### config.mk
export PLATFORM = sky130hd
export DESIGN_NAME = tensor_permute_address_gen_flat
export DESIGN_NICKNAME = d
export VERILOG_FILES = /design/src/rtl/tpag_pkg.sv /design/src/rtl/tpag_in_if.sv /design/src/rtl/tpag_out_if.sv /design/src/rtl/tpag_ctrl.sv /design/src/rtl/tpag_dp.sv /design/src/rtl/tensor_permute_address_gen.sv /design/src/flat_wrapper.sv
export VERILOG_INCLUDE_DIRS = /design/src /design/src/rtl
export SDC_FILE = /design/constraint.sdc
export NUM_CORES = 1
export LEC_CHECK = 0
export ABC_AREA = 1
export BUFFER_PORTS_ARGS = -buffer_cell sky130_fd_sc_hd__buf_4
export CORE_MARGIN = 4
export CORE_UTILIZATION = 64
export DETAILED_ROUTE_END_ITERATION = 8
export GPL_TIMING_DRIVEN = 0
export PLACE_DENSITY = 0.87
export SLEW_MARGIN = 20
export SYNTH_ARGS = -nofsm -noshare
export SYNTH_HDL_FRONTEND = slang
export SYNTH_SLANG_ARGS = --single-unit
### constraint.sdc
create_clock -name i_clk -period 9.11 [get_ports i_clk]
set_input_delay 0.4555 -clock i_clk [delete_from_list [all_inputs] [get_ports i_clk]]
set_output_delay 0.4555 -clock i_clk [all_outputs]
set_load 0.02 [all_outputs]
### src/rtl/assert_macros.svh
// Assertion helpers shared by the RTL.
// Each macro expects i_clk and i_rst_n in the enclosing module.
`ifndef ASSERT_MACROS_SVH
`define ASSERT_MACROS_SVH

// Check a property on every rising clock edge outside reset.
`define ASSERT_CLK(lbl, prop, msg) \
    lbl: assert property (@(posedge i_clk) disable iff (!i_rst_n) (prop)) else $error(msg);

// Check that a condition never holds outside reset.
`define ASSERT_NEVER(lbl, cond, msg) \
    lbl: assert property (@(posedge i_clk) disable iff (!i_rst_n) !(cond)) else $error(msg);

`endif

### src/rtl/tpag_pkg.sv
package tpag_pkg;

    localparam int NUM_AXES   = 4;
    localparam int AX_W       = 2;
    localparam int SIZE_W     = 11;
    localparam int IDX_W      = 40;
    localparam int RANK_W     = 3;
    localparam int ORDER_W    = 8;
    localparam int CFG_IDX_W  = 3;
    localparam int CFG_DATA_W = 11;

    localparam logic [SIZE_W-1:0] MAX_EXTENT = 11'd1024;

    // Register indexes on the configuration port
    localparam logic [CFG_IDX_W-1:0] REG_RANK       = 3'd0;
    localparam logic [CFG_IDX_W-1:0] REG_SIZE_AXIS0 = 3'd1;
    localparam logic [CFG_IDX_W-1:0] REG_SIZE_AXIS1 = 3'd2;
    localparam logic [CFG_IDX_W-1:0] REG_SIZE_AXIS2 = 3'd3;
    localparam logic [CFG_IDX_W-1:0] REG_SIZE_AXIS3 = 3'd4;
    localparam logic [CFG_IDX_W-1:0] REG_AXIS_ORDER = 3'd5;

    localparam logic [RANK_W-1:0]  RANK_RST  = 3'd2;
    localparam logic [SIZE_W-1:0]  SIZE_RST  = 11'd1;
    localparam logic [ORDER_W-1:0] ORDER_RST = 8'd228;

    // Controller to datapath
    typedef struct packed {
        logic load;   // capture an accepted item and advance the odometer
        logic step;   // one Horner step of the destination index
        logic emit;   // move the finished item into the output register
    } t_cmd;

    // Datapath to controller
    typedef struct packed {
        logic last_step;
        logic out_free;
    } t_sts;

    // Clamp a configured extent into 1..1024
    function automatic logic [SIZE_W-1:0] f_extent(input logic [SIZE_W-1:0] size);
        logic [SIZE_W-1:0] e;
        e = size;
        if (size == '0) begin
            e = SIZE_W'(1);
        end else if (size > MAX_EXTENT) begin
            e = MAX_EXTENT;
        end
        return e;
    endfunction

endpackage

### src/rtl/tpag_in_if.sv
interface tpag_in_if #(
    parameter int ELEM_BITS = 32
) ();
    logic                 valid;
    logic                 ready;
    logic [ELEM_BITS-1:0] element_value;

    modport source (output valid, output element_value, input ready);
    modport sink   (input valid, input element_value, output ready);
endinterface

### src/rtl/tpag_out_if.sv
interface tpag_out_if #(
    parameter int ELEM_BITS = 32
) ();
    logic                 valid;
    logic                 ready;
    logic [39:0]          dest_index;
    logic [ELEM_BITS-1:0] value_out;
    logic                 last_element;

    modport source (output valid, output dest_index, output value_out, output last_element,
                    input ready);
    modport sink   (input valid, input dest_index, input value_out, input last_element,
                    output ready);
endinterface

### src/rtl/tpag_ctrl.sv
module tpag_ctrl (
    input  logic          i_clk,
    input  logic          i_rst_n,
    input  logic          i_in_valid,
    output logic          o_in_ready,
    input  tpag_pkg::t_sts i_sts,
    output tpag_pkg::t_cmd o_cmd
);
    import tpag_pkg::*;

    localparam logic [1:0] S_IDLE = 2'd0;
    localparam logic [1:0] S_CALC = 2'd1;
    localparam logic [1:0] S_FIN  = 2'd2;

    logic [1:0] r_state;
    logic [1:0] n_state;

    always_comb begin
        n_state    = r_state;
        o_in_ready = 1'b0;
        o_cmd      = '0;
        unique case (r_state)
            S_IDLE: begin
                o_in_ready = 1'b1;
                if (i_in_valid) begin
                    o_cmd.load = 1'b1;
                    n_state    = S_CALC;
                end
            end
            S_CALC: begin
                o_cmd.step = 1'b1;
                if (i_sts.last_step) begin
                    n_state = S_FIN;
                end
            end
            S_FIN: begin
                // hold until the output register can take the item
                if (i_sts.out_free) begin
                    o_cmd.emit = 1'b1;
                    n_state    = S_IDLE;
                end
            end
            default: begin
                n_state = S_IDLE;
            end
        endcase
    end

    always_ff @(posedge i_clk) begin
        if (!i_rst_n) begin
            r_state <= S_IDLE;
        end else begin
            r_state <= n_state;
        end
    end

endmodule

### src/rtl/tpag_dp.sv
module tpag_dp #(
    parameter int MAX_RANK  = 4,
    parameter int ELEM_BITS = 32,
    parameter int AXIS_BITS = 10
) (
    input  logic                              i_clk,
    input  logic                              i_rst_n,
    input  logic                              i_cfg_we,
    input  logic [tpag_pkg::CFG_IDX_W-1:0]    i_cfg_idx,
    input  logic [tpag_pkg::CFG_DATA_W-1:0]   i_cfg_data,
    input  logic [ELEM_BITS-1:0]              i_element_value,
    input  tpag_pkg::t_cmd                    i_cmd,
    output tpag_pkg::t_sts                    o_sts,
    input  logic                              i_out_ready,
    output logic                              o_out_valid,
    output logic [tpag_pkg::IDX_W-1:0]        o_dest_index,
    output logic [ELEM_BITS-1:0]              o_value_out,
    output logic                              o_last_element
);
    `include "assert_macros.svh"
    import tpag_pkg::*;

    localparam int RANK_LIM = (MAX_RANK < NUM_AXES) ? MAX_RANK : NUM_AXES;
    localparam int CMP_W    = (AXIS_BITS + 1 > SIZE_W) ? AXIS_BITS + 1 : SIZE_W;
    localparam int PROD_W   = IDX_W + SIZE_W;

    // configuration
    logic [RANK_W-1:0]  r_rank;
    logic [SIZE_W-1:0]  r_size [NUM_AXES];
    logic [ORDER_W-1:0] r_order;

    // odometer and per-item work
    logic [AXIS_BITS-1:0] r_pos  [NUM_AXES];
    logic [AXIS_BITS-1:0] n_pos  [NUM_AXES];
    logic [AXIS_BITS-1:0] r_snap [NUM_AXES];
    logic [ELEM_BITS-1:0] r_val;
    logic                 r_last;
    logic                 n_last;
    logic [IDX_W-1:0]     r_idx;
    logic [IDX_W-1:0]     n_idx;
    logic [AX_W-1:0]      r_d;

    // output register
    logic                 r_out_valid;
    logic [IDX_W-1:0]     r_out_idx;
    logic [ELEM_BITS-1:0] r_out_val;
    logic                 r_out_last;

    logic [RANK_W-1:0]    eff_rank;
    logic [AX_W-1:0]      order_f [NUM_AXES];
    logic [AX_W-1:0]      src;
    logic                 src_used;
    logic [SIZE_W-1:0]    src_ext;
    logic [PROD_W-1:0]    prod;
    logic [PROD_W-1:0]    acc;

    always_comb begin
        eff_rank = r_rank;
        if (r_rank == '0) begin
            eff_rank = RANK_W'(1);
        end else if (r_rank > RANK_W'(RANK_LIM)) begin
            eff_rank = RANK_W'(RANK_LIM);
        end
    end

    always_comb begin
        for (int d = 0; d < NUM_AXES; d++) begin
            order_f[d] = r_order[AX_W*d +: AX_W];
        end
    end

    // Horner step over destination axes; an unused source axis leaves the index unchanged
    assign src      = order_f[r_d];
    assign src_used = ({1'b0, src} < eff_rank);
    assign src_ext  = f_extent(r_size[src]);
    assign prod     = PROD_W'(r_idx) * PROD_W'(src_ext);
    assign acc      = prod + PROD_W'(r_snap[src]);
    assign n_idx    = src_used ? acc[IDX_W-1:0] : r_idx;

    // Odometer advance, innermost used axis first; unused axes clear
    always_comb begin
        logic             carry;
        logic [CMP_W-1:0] p;
        logic [CMP_W-1:0] ext;
        carry = 1'b1;
        p     = '0;
        ext   = '0;
        for (int k = NUM_AXES - 1; k >= 0; k--) begin
            n_pos[k] = r_pos[k];
            if (RANK_W'(k) >= eff_rank) begin
                n_pos[k] = '0;
            end else if (carry) begin
                p   = CMP_W'(r_pos[k]) + CMP_W'(1);
                ext = CMP_W'(f_extent(r_size[k]));
                if (p >= ext) begin
                    n_pos[k] = '0;
                end else begin
                    n_pos[k] = p[AXIS_BITS-1:0];
                    carry    = 1'b0;
                end
            end
        end
        n_last = carry;
    end

    assign o_sts.last_step = ({1'b0, r_d} == (eff_rank - RANK_W'(1)));
    assign o_sts.out_free  = !r_out_valid || i_out_ready;

    always_ff @(posedge i_clk) begin
        if (!i_rst_n) begin
            r_rank  <= RANK_RST;
            r_order <= ORDER_RST;
            for (int a = 0; a < NUM_AXES; a++) begin
                r_size[a] <= SIZE_RST;
            end
        end else if (i_cfg_we) begin
            unique case (i_cfg_idx)
                REG_RANK:       r_rank    <= i_cfg_data[RANK_W-1:0];
                REG_SIZE_AXIS0: r_size[0] <= i_cfg_data[SIZE_W-1:0];
                REG_SIZE_AXIS1: r_size[1] <= i_cfg_data[SIZE_W-1:0];
                REG_SIZE_AXIS2: r_size[2] <= i_cfg_data[SIZE_W-1:0];
                REG_SIZE_AXIS3: r_size[3] <= i_cfg_data[SIZE_W-1:0];
                REG_AXIS_ORDER: r_order   <= i_cfg_data[ORDER_W-1:0];
                default: begin
                end
            endcase
        end
    end

    always_ff @(posedge i_clk) begin
        if (!i_rst_n) begin
            for (int a = 0; a < NUM_AXES; a++) begin
                r_pos[a] <= '0;
            end
        end else if (i_cmd.load) begin
            r_pos <= n_pos;
        end
    end

    always_ff @(posedge i_clk) begin
        if (i_cmd.load) begin
            r_val  <= i_element_value;
            r_last <= n_last;
            r_idx  <= '0;
            r_d    <= '0;
            // snapshot coordinates before the advance, unused axes as zero
            for (int a = 0; a < NUM_AXES; a++) begin
                r_snap[a] <= (RANK_W'(a) < eff_rank) ? r_pos[a] : '0;
            end
        end else if (i_cmd.step) begin
            r_idx <= n_idx;
            r_d   <= r_d + AX_W'(1);
        end
    end

    always_ff @(posedge i_clk) begin
        if (!i_rst_n) begin
            r_out_valid <= 1'b0;
        end else if (i_cmd.emit) begin
            r_out_valid <= 1'b1;
        end else if (i_out_ready) begin
            r_out_valid <= 1'b0;
        end
    end

    always_ff @(posedge i_clk) begin
        if (i_cmd.emit) begin
            r_out_idx  <= r_idx;
            r_out_val  <= r_val;
            r_out_last <= r_last;
        end
    end

    assign o_out_valid    = r_out_valid;
    assign o_dest_index   = r_out_idx;
    assign o_value_out    = r_out_val;
    assign o_last_element = r_out_last;

    `ASSERT_NEVER(a_emit_overwrite, i_cmd.emit && r_out_valid && !i_out_ready, "emit over pending item")
    `ASSERT_CLK(a_cmd_onehot, $onehot0({i_cmd.load, i_cmd.step, i_cmd.emit}), "commands overlap")
    `ASSERT_CLK(a_step_in_rank, i_cmd.step |-> ({1'b0, r_d} < eff_rank), "step past rank")
    `ASSERT_CLK(a_wrap_zero, (i_cmd.load && n_last) |=> (r_pos[0] == '0 && r_pos[NUM_AXES-1] == '0), "odometer did not wrap")

endmodule

### src/rtl/tensor_permute_address_gen.sv
// Streaming address generator for a tensor axis permutation. Elements of a tensor of up to four
// axes enter in source row-major order, one per input item; each leaves with its flat row-major
// index in the permuted tensor, and the final element of the tensor is flagged last, after which
// the position counter wraps to zero. Each item is accepted, takes a Horner step per destination
// axis in the shared multiply-add unit and is written to the output register once it is free,
// before the next item is accepted. The output register lets the next item be accepted while the
// previous result waits. Configuration must be written only while idle, which is not enforced.
module tensor_permute_address_gen #(
    parameter int MAX_RANK  = 4,
    parameter int ELEM_BITS = 32,
    parameter int AXIS_BITS = 10
) (
    input  logic                            i_clk,
    input  logic                            i_rst_n,
    input  logic                            i_cfg_we,
    input  logic [tpag_pkg::CFG_IDX_W-1:0]  i_cfg_idx,
    input  logic [tpag_pkg::CFG_DATA_W-1:0] i_cfg_data,
    tpag_in_if.sink                         i_in,
    tpag_out_if.source                      o_out
);
    import tpag_pkg::*;

    t_cmd cmd;
    t_sts sts;

    tpag_ctrl u_ctrl (
        .i_clk      (i_clk),
        .i_rst_n    (i_rst_n),
        .i_in_valid (i_in.valid),
        .o_in_ready (i_in.ready),
        .i_sts      (sts),
        .o_cmd      (cmd)
    );

    tpag_dp #(
        .MAX_RANK  (MAX_RANK),
        .ELEM_BITS (ELEM_BITS),
        .AXIS_BITS (AXIS_BITS)
    ) u_dp (
        .i_clk           (i_clk),
        .i_rst_n         (i_rst_n),
        .i_cfg_we        (i_cfg_we),
        .i_cfg_idx       (i_cfg_idx),
        .i_cfg_data      (i_cfg_data),
        .i_element_value (i_in.element_value),
        .i_cmd           (cmd),
        .o_sts           (sts),
        .i_out_ready     (o_out.ready),
        .o_out_valid     (o_out.valid),
        .o_dest_index    (o_out.dest_index),
        .o_value_out     (o_out.value_out),
        .o_last_element  (o_out.last_element)
    );

endmodule
### src/flat_wrapper.sv
// flat-port wrapper written by rule: the top's interface ports become plain ports
module tensor_permute_address_gen_flat import tpag_pkg::*;
#(
    parameter int MAX_RANK  = 4,
    parameter int ELEM_BITS = 32,
    parameter int AXIS_BITS = 10
)
  (i_clk, i_rst_n, i_cfg_we, i_cfg_idx, i_cfg_data, i_in_valid, i_in_element_value, i_in_ready, o_out_valid, o_out_dest_index, o_out_value_out, o_out_last_element, o_out_ready);
  tpag_in_if #(.ELEM_BITS(ELEM_BITS)) i_in_i ();
  tpag_out_if #(.ELEM_BITS(ELEM_BITS)) o_out_i ();
  input  logic i_clk;
  input  logic i_rst_n;
  input  logic i_cfg_we;
  input  logic [tpag_pkg::CFG_IDX_W-1:0] i_cfg_idx;
  input  logic [tpag_pkg::CFG_DATA_W-1:0] i_cfg_data;
  input wire logic [$bits(i_in_i.valid)-1:0] i_in_valid;
  input wire logic [$bits(i_in_i.element_value)-1:0] i_in_element_value;
  output wire logic [$bits(i_in_i.ready)-1:0] i_in_ready;
  output wire logic [$bits(o_out_i.valid)-1:0] o_out_valid;
  output wire logic [$bits(o_out_i.dest_index)-1:0] o_out_dest_index;
  output wire logic [$bits(o_out_i.value_out)-1:0] o_out_value_out;
  output wire logic [$bits(o_out_i.last_element)-1:0] o_out_last_element;
  input wire logic [$bits(o_out_i.ready)-1:0] o_out_ready;
  assign i_in_i.valid = i_in_valid;
  assign i_in_i.element_value = i_in_element_value;
  assign i_in_ready = i_in_i.ready;
  assign o_out_valid = o_out_i.valid;
  assign o_out_dest_index = o_out_i.dest_index;
  assign o_out_value_out = o_out_i.value_out;
  assign o_out_last_element = o_out_i.last_element;
  assign o_out_i.ready = o_out_ready;
  tensor_permute_address_gen #(.MAX_RANK(MAX_RANK), .ELEM_BITS(ELEM_BITS), .AXIS_BITS(AXIS_BITS)) u_core (.i_clk(i_clk), .i_rst_n(i_rst_n), .i_cfg_we(i_cfg_we), .i_cfg_idx(i_cfg_idx), .i_cfg_data(i_cfg_data), .i_in(i_in_i), .o_out(o_out_i));
endmodule
==> flow_summary.json <==
{
  "status": "completed",
  "worst_pin_slew_ns": 0.909,
  "grt_overflow_total": 0,
  "setup_tns_ns": 0,
  "critPathBufInv": 11,
  "layout-drive-gt1-share": 0.0808,
  "cp.required_ns": 9.56,
  "hp-class": "primary input to flip-flop",
  "die_h_um": 204,
  "synth_fa_ha_area_frac": 0.315,
  "synth_flop_cell": "edfxtp_1",
  "portBuffers": 125,
  "stdcell_count": 3508,
  "cts_setup_buffers": 0,
  "wl_mm": 68.7,
  "finalCriticalPeriod_ns": 8.54,
  "clock_sinks": 286,
  "synth-simple-area-share": 0.173,
  "maxCapViolations": 0,
  "htree_levels": 2,
  "finalSetupViolCount": 0,
  "pin_count": 126,
  "relSlewSlack": 0.394,
  "drt_first_pass_iters": 6,
  "grt.total_usage": 0.335,
  "drcViolationCount": 0,
  "ir_worst_vdd_mv": 0.343,
  "worstSkewPairLatency_ns": 0.57,
  "place_inst": 3444,
  "critPathMaxFanout": 10,
  "cts_tree": "built",
  "p_per_area_nw_per_um2": 384,
  "cp_slowest_cell": "a21boi_0",
  "routedWlPerCell_um": 19.6,
  "grt_pass1_vias": 20500,
  "coreArea_um2": 37800,
  "slowest_delay_ns": 0.56,
  "clkTransAtPathRegs_ns": 0.06,
  "clock-root-buffer": "clkbuf_16",
  "hold_violations": 0,
  "rsz0062_at_grt": "no",
  "dieArea_um2": 41600,
  "avgSynthCellArea_um2": 8.77,
  "synth_seq_area_share": 0.310,
  "postCtsHoldBufs": 0,
  "grt_pass1_wl_mm": 109,
  "synthCells": 2804,
  "yosys_warnings": 0,
  "num_rows": 71,
  "synthXorXnorAreaFrac": 0.0239,
  "final_nets": 3459,
  "clock_path_buffers": 3,
  "cts_resized": 0,
  "crit_family": "adder cells",
  "ys_types": 52,
  "grt_start_max_net_pins": 43,
  "fin_crit_sh": 0.937,
  "synth_top_family_by_area": "adder cells",
  "yosys-mux-area-fraction": 0,
  "cts_made_buffers": 34,
  "cp-end-kind": "flip-flop",
  "synth_nets": 3294,
  "ys_seq_elements": 286,
  "synth_edf_count": 190,
  "antenna_left": 0,
  "grt_antenna_before_repair": 1,
  "postSynth.asyncResetShare": 0,
  "final_cell_mix": "539 x inv_1, 517 x nand2_1, 334 x nor2_1",
  "clock_skew_ns": 0.0192,
  "dr.first_iter.drc_count": 2308,
  "die_w_um": 204,
  "vias": 20300,
  "final_common_cell": "inv_1",
  "leakage_nw": 12.3,
  "hpwl_mm": 54.7,
  "syn-cell-area_um2": 24600,
  "areaGrowthSynthToFinish_pct": 11.4,
  "start_kind": "flip-flop",
  "critPathMostFrequentCell": "inv_1",
  "crit_arrival_ns": 8.99,
  "timing.fmax_mhz": 117,
  "critPathKind": "flip-flop to flip-flop",
  "synth_compound_area_frac": 0.0728,
  "viasPerCell": 5.78,
  "drv_slew": 0,
  "place_congestion": 0.999,
  "start_util": 0.651
}
[power breakdown]
part | switching, mW | total [mW] | internal, mW
registers | 0.156 | 1.73 | 1.57
logic | 4.83 | 7.42 | 2.60
clock network | 0.589 | 1.38 | 0.790
total | 5.57 | 10.5 | 4.96
[synth_stat cells, drive strengths merged, types with 12 or more instances]
| cell type | number | area, um2 |
|---|---|---|
| clkinv | 12 | 45.0 |
| nor4 | 14 | 87.6 |
| edfxtp | 190 | 5710 |
| clkbuf | 60 | 225 |
| fa | 300 | 6010 |
| ha | 139 | 1740 |
| nor3 | 17 | 85.1 |
| xor2 | 48 | 420 |
| buf | 41 | 249 |
| nand3 | 90 | 475 |
| nand4 | 26 | 178 |
| nor2 | 345 | 1330 |
| a21oi | 149 | 749 |
| nand2 | 528 | 2020 |
| xnor2 | 19 | 166 |
| dfxtp | 96 | 1920 |
| o21ai | 101 | 505 |
| a31oi | 15 | 93.8 |
| inv | 548 | 2060 |
[path summary, 6_finish.rpt]
| kind | startpoint | endpoint | slack, ns | depth (start not counted) |
|---|---|---|---|---|
| setup / recovery | u_core.u_dp.r_d[0] | u_core.u_dp.r_idx[37] | 0.57 | 38 |
| hold reg to reg | u_core.u_dp.r_val[6] | u_core.u_dp.o_value_out[6] | 0.42 | 0 |
| hold / removal | i_in_element_value[9] | u_core.u_dp.r_val[9] | 0.07 | 1 |
| setup reg to reg | u_core.u_dp.r_d[0] | u_core.u_dp.r_idx[37] | 0.57 | 38 |
[through the flow]
stage	power [mW]	setup slack, ns	area [um2]	util	hold WS [ns]
CTS	10.4	0.698	27400	0.725	0.0412
floorplan	6.93	2.56	24600	-	0.400
finish	10.5	0.570	27400	0.725	0.0655
global placement	8.72	0.864	26200	0.693	0.401
detailed placement	8.92	0.749	26300	0.695	0.405
global route	11.4	0.0305	27400	0.725	0.0414
[layer usage]
layer | global-route usage | vias to the layer above | wire, um
li1 | - | 9095 | -
met1 | 0.463 | 9804 | 26600
met2 | 0.522 | 1167 | 31200
met3 | 0.0863 | 193 | 8240
met4 | 0.117 | 0 | 2690
met5 | 0 | - | 0
[cells by family (layout without fill, tap and decap cells)]
logic type | after synthesis | after routing
adder cells (fa/ha/maj) | 439 | 439
flip-flops | 286 | 286
AND/OR/NAND/NOR | 1032 | 1032
AO/OA/AOI/OAI | 319 | 319
XOR/XNOR | 67 | 67
buffers and inverters | 661 | 852
other | 0 | 2
[flip-flops by register name (all words and copies together) (netlist names), 8 cells and up]
name / cells
u_core.u_dp.r_snap: 40
u_core.u_dp.r_order: 8
u_core.u_dp.r_pos: 40
u_core.u_dp.r_size: 44
u_core.u_dp.r_val: 32
u_core.u_dp.r_idx: 40
u_core.u_dp.o_dest_index: 40
u_core.u_dp.o_value_out: 32
[final cells by class]
type,count,area (um2)
diodes,2,5.00
plain buffers,101,478
clock buffers,43,926
clock inverters,19,194
fillers,2751,10400
inverters,560,2100
multi-input cells,1857,14400
flip-flops and latches,286,7630
well taps,511,639
repair buffers,129,1030
(Power assumes the default switching activity.)
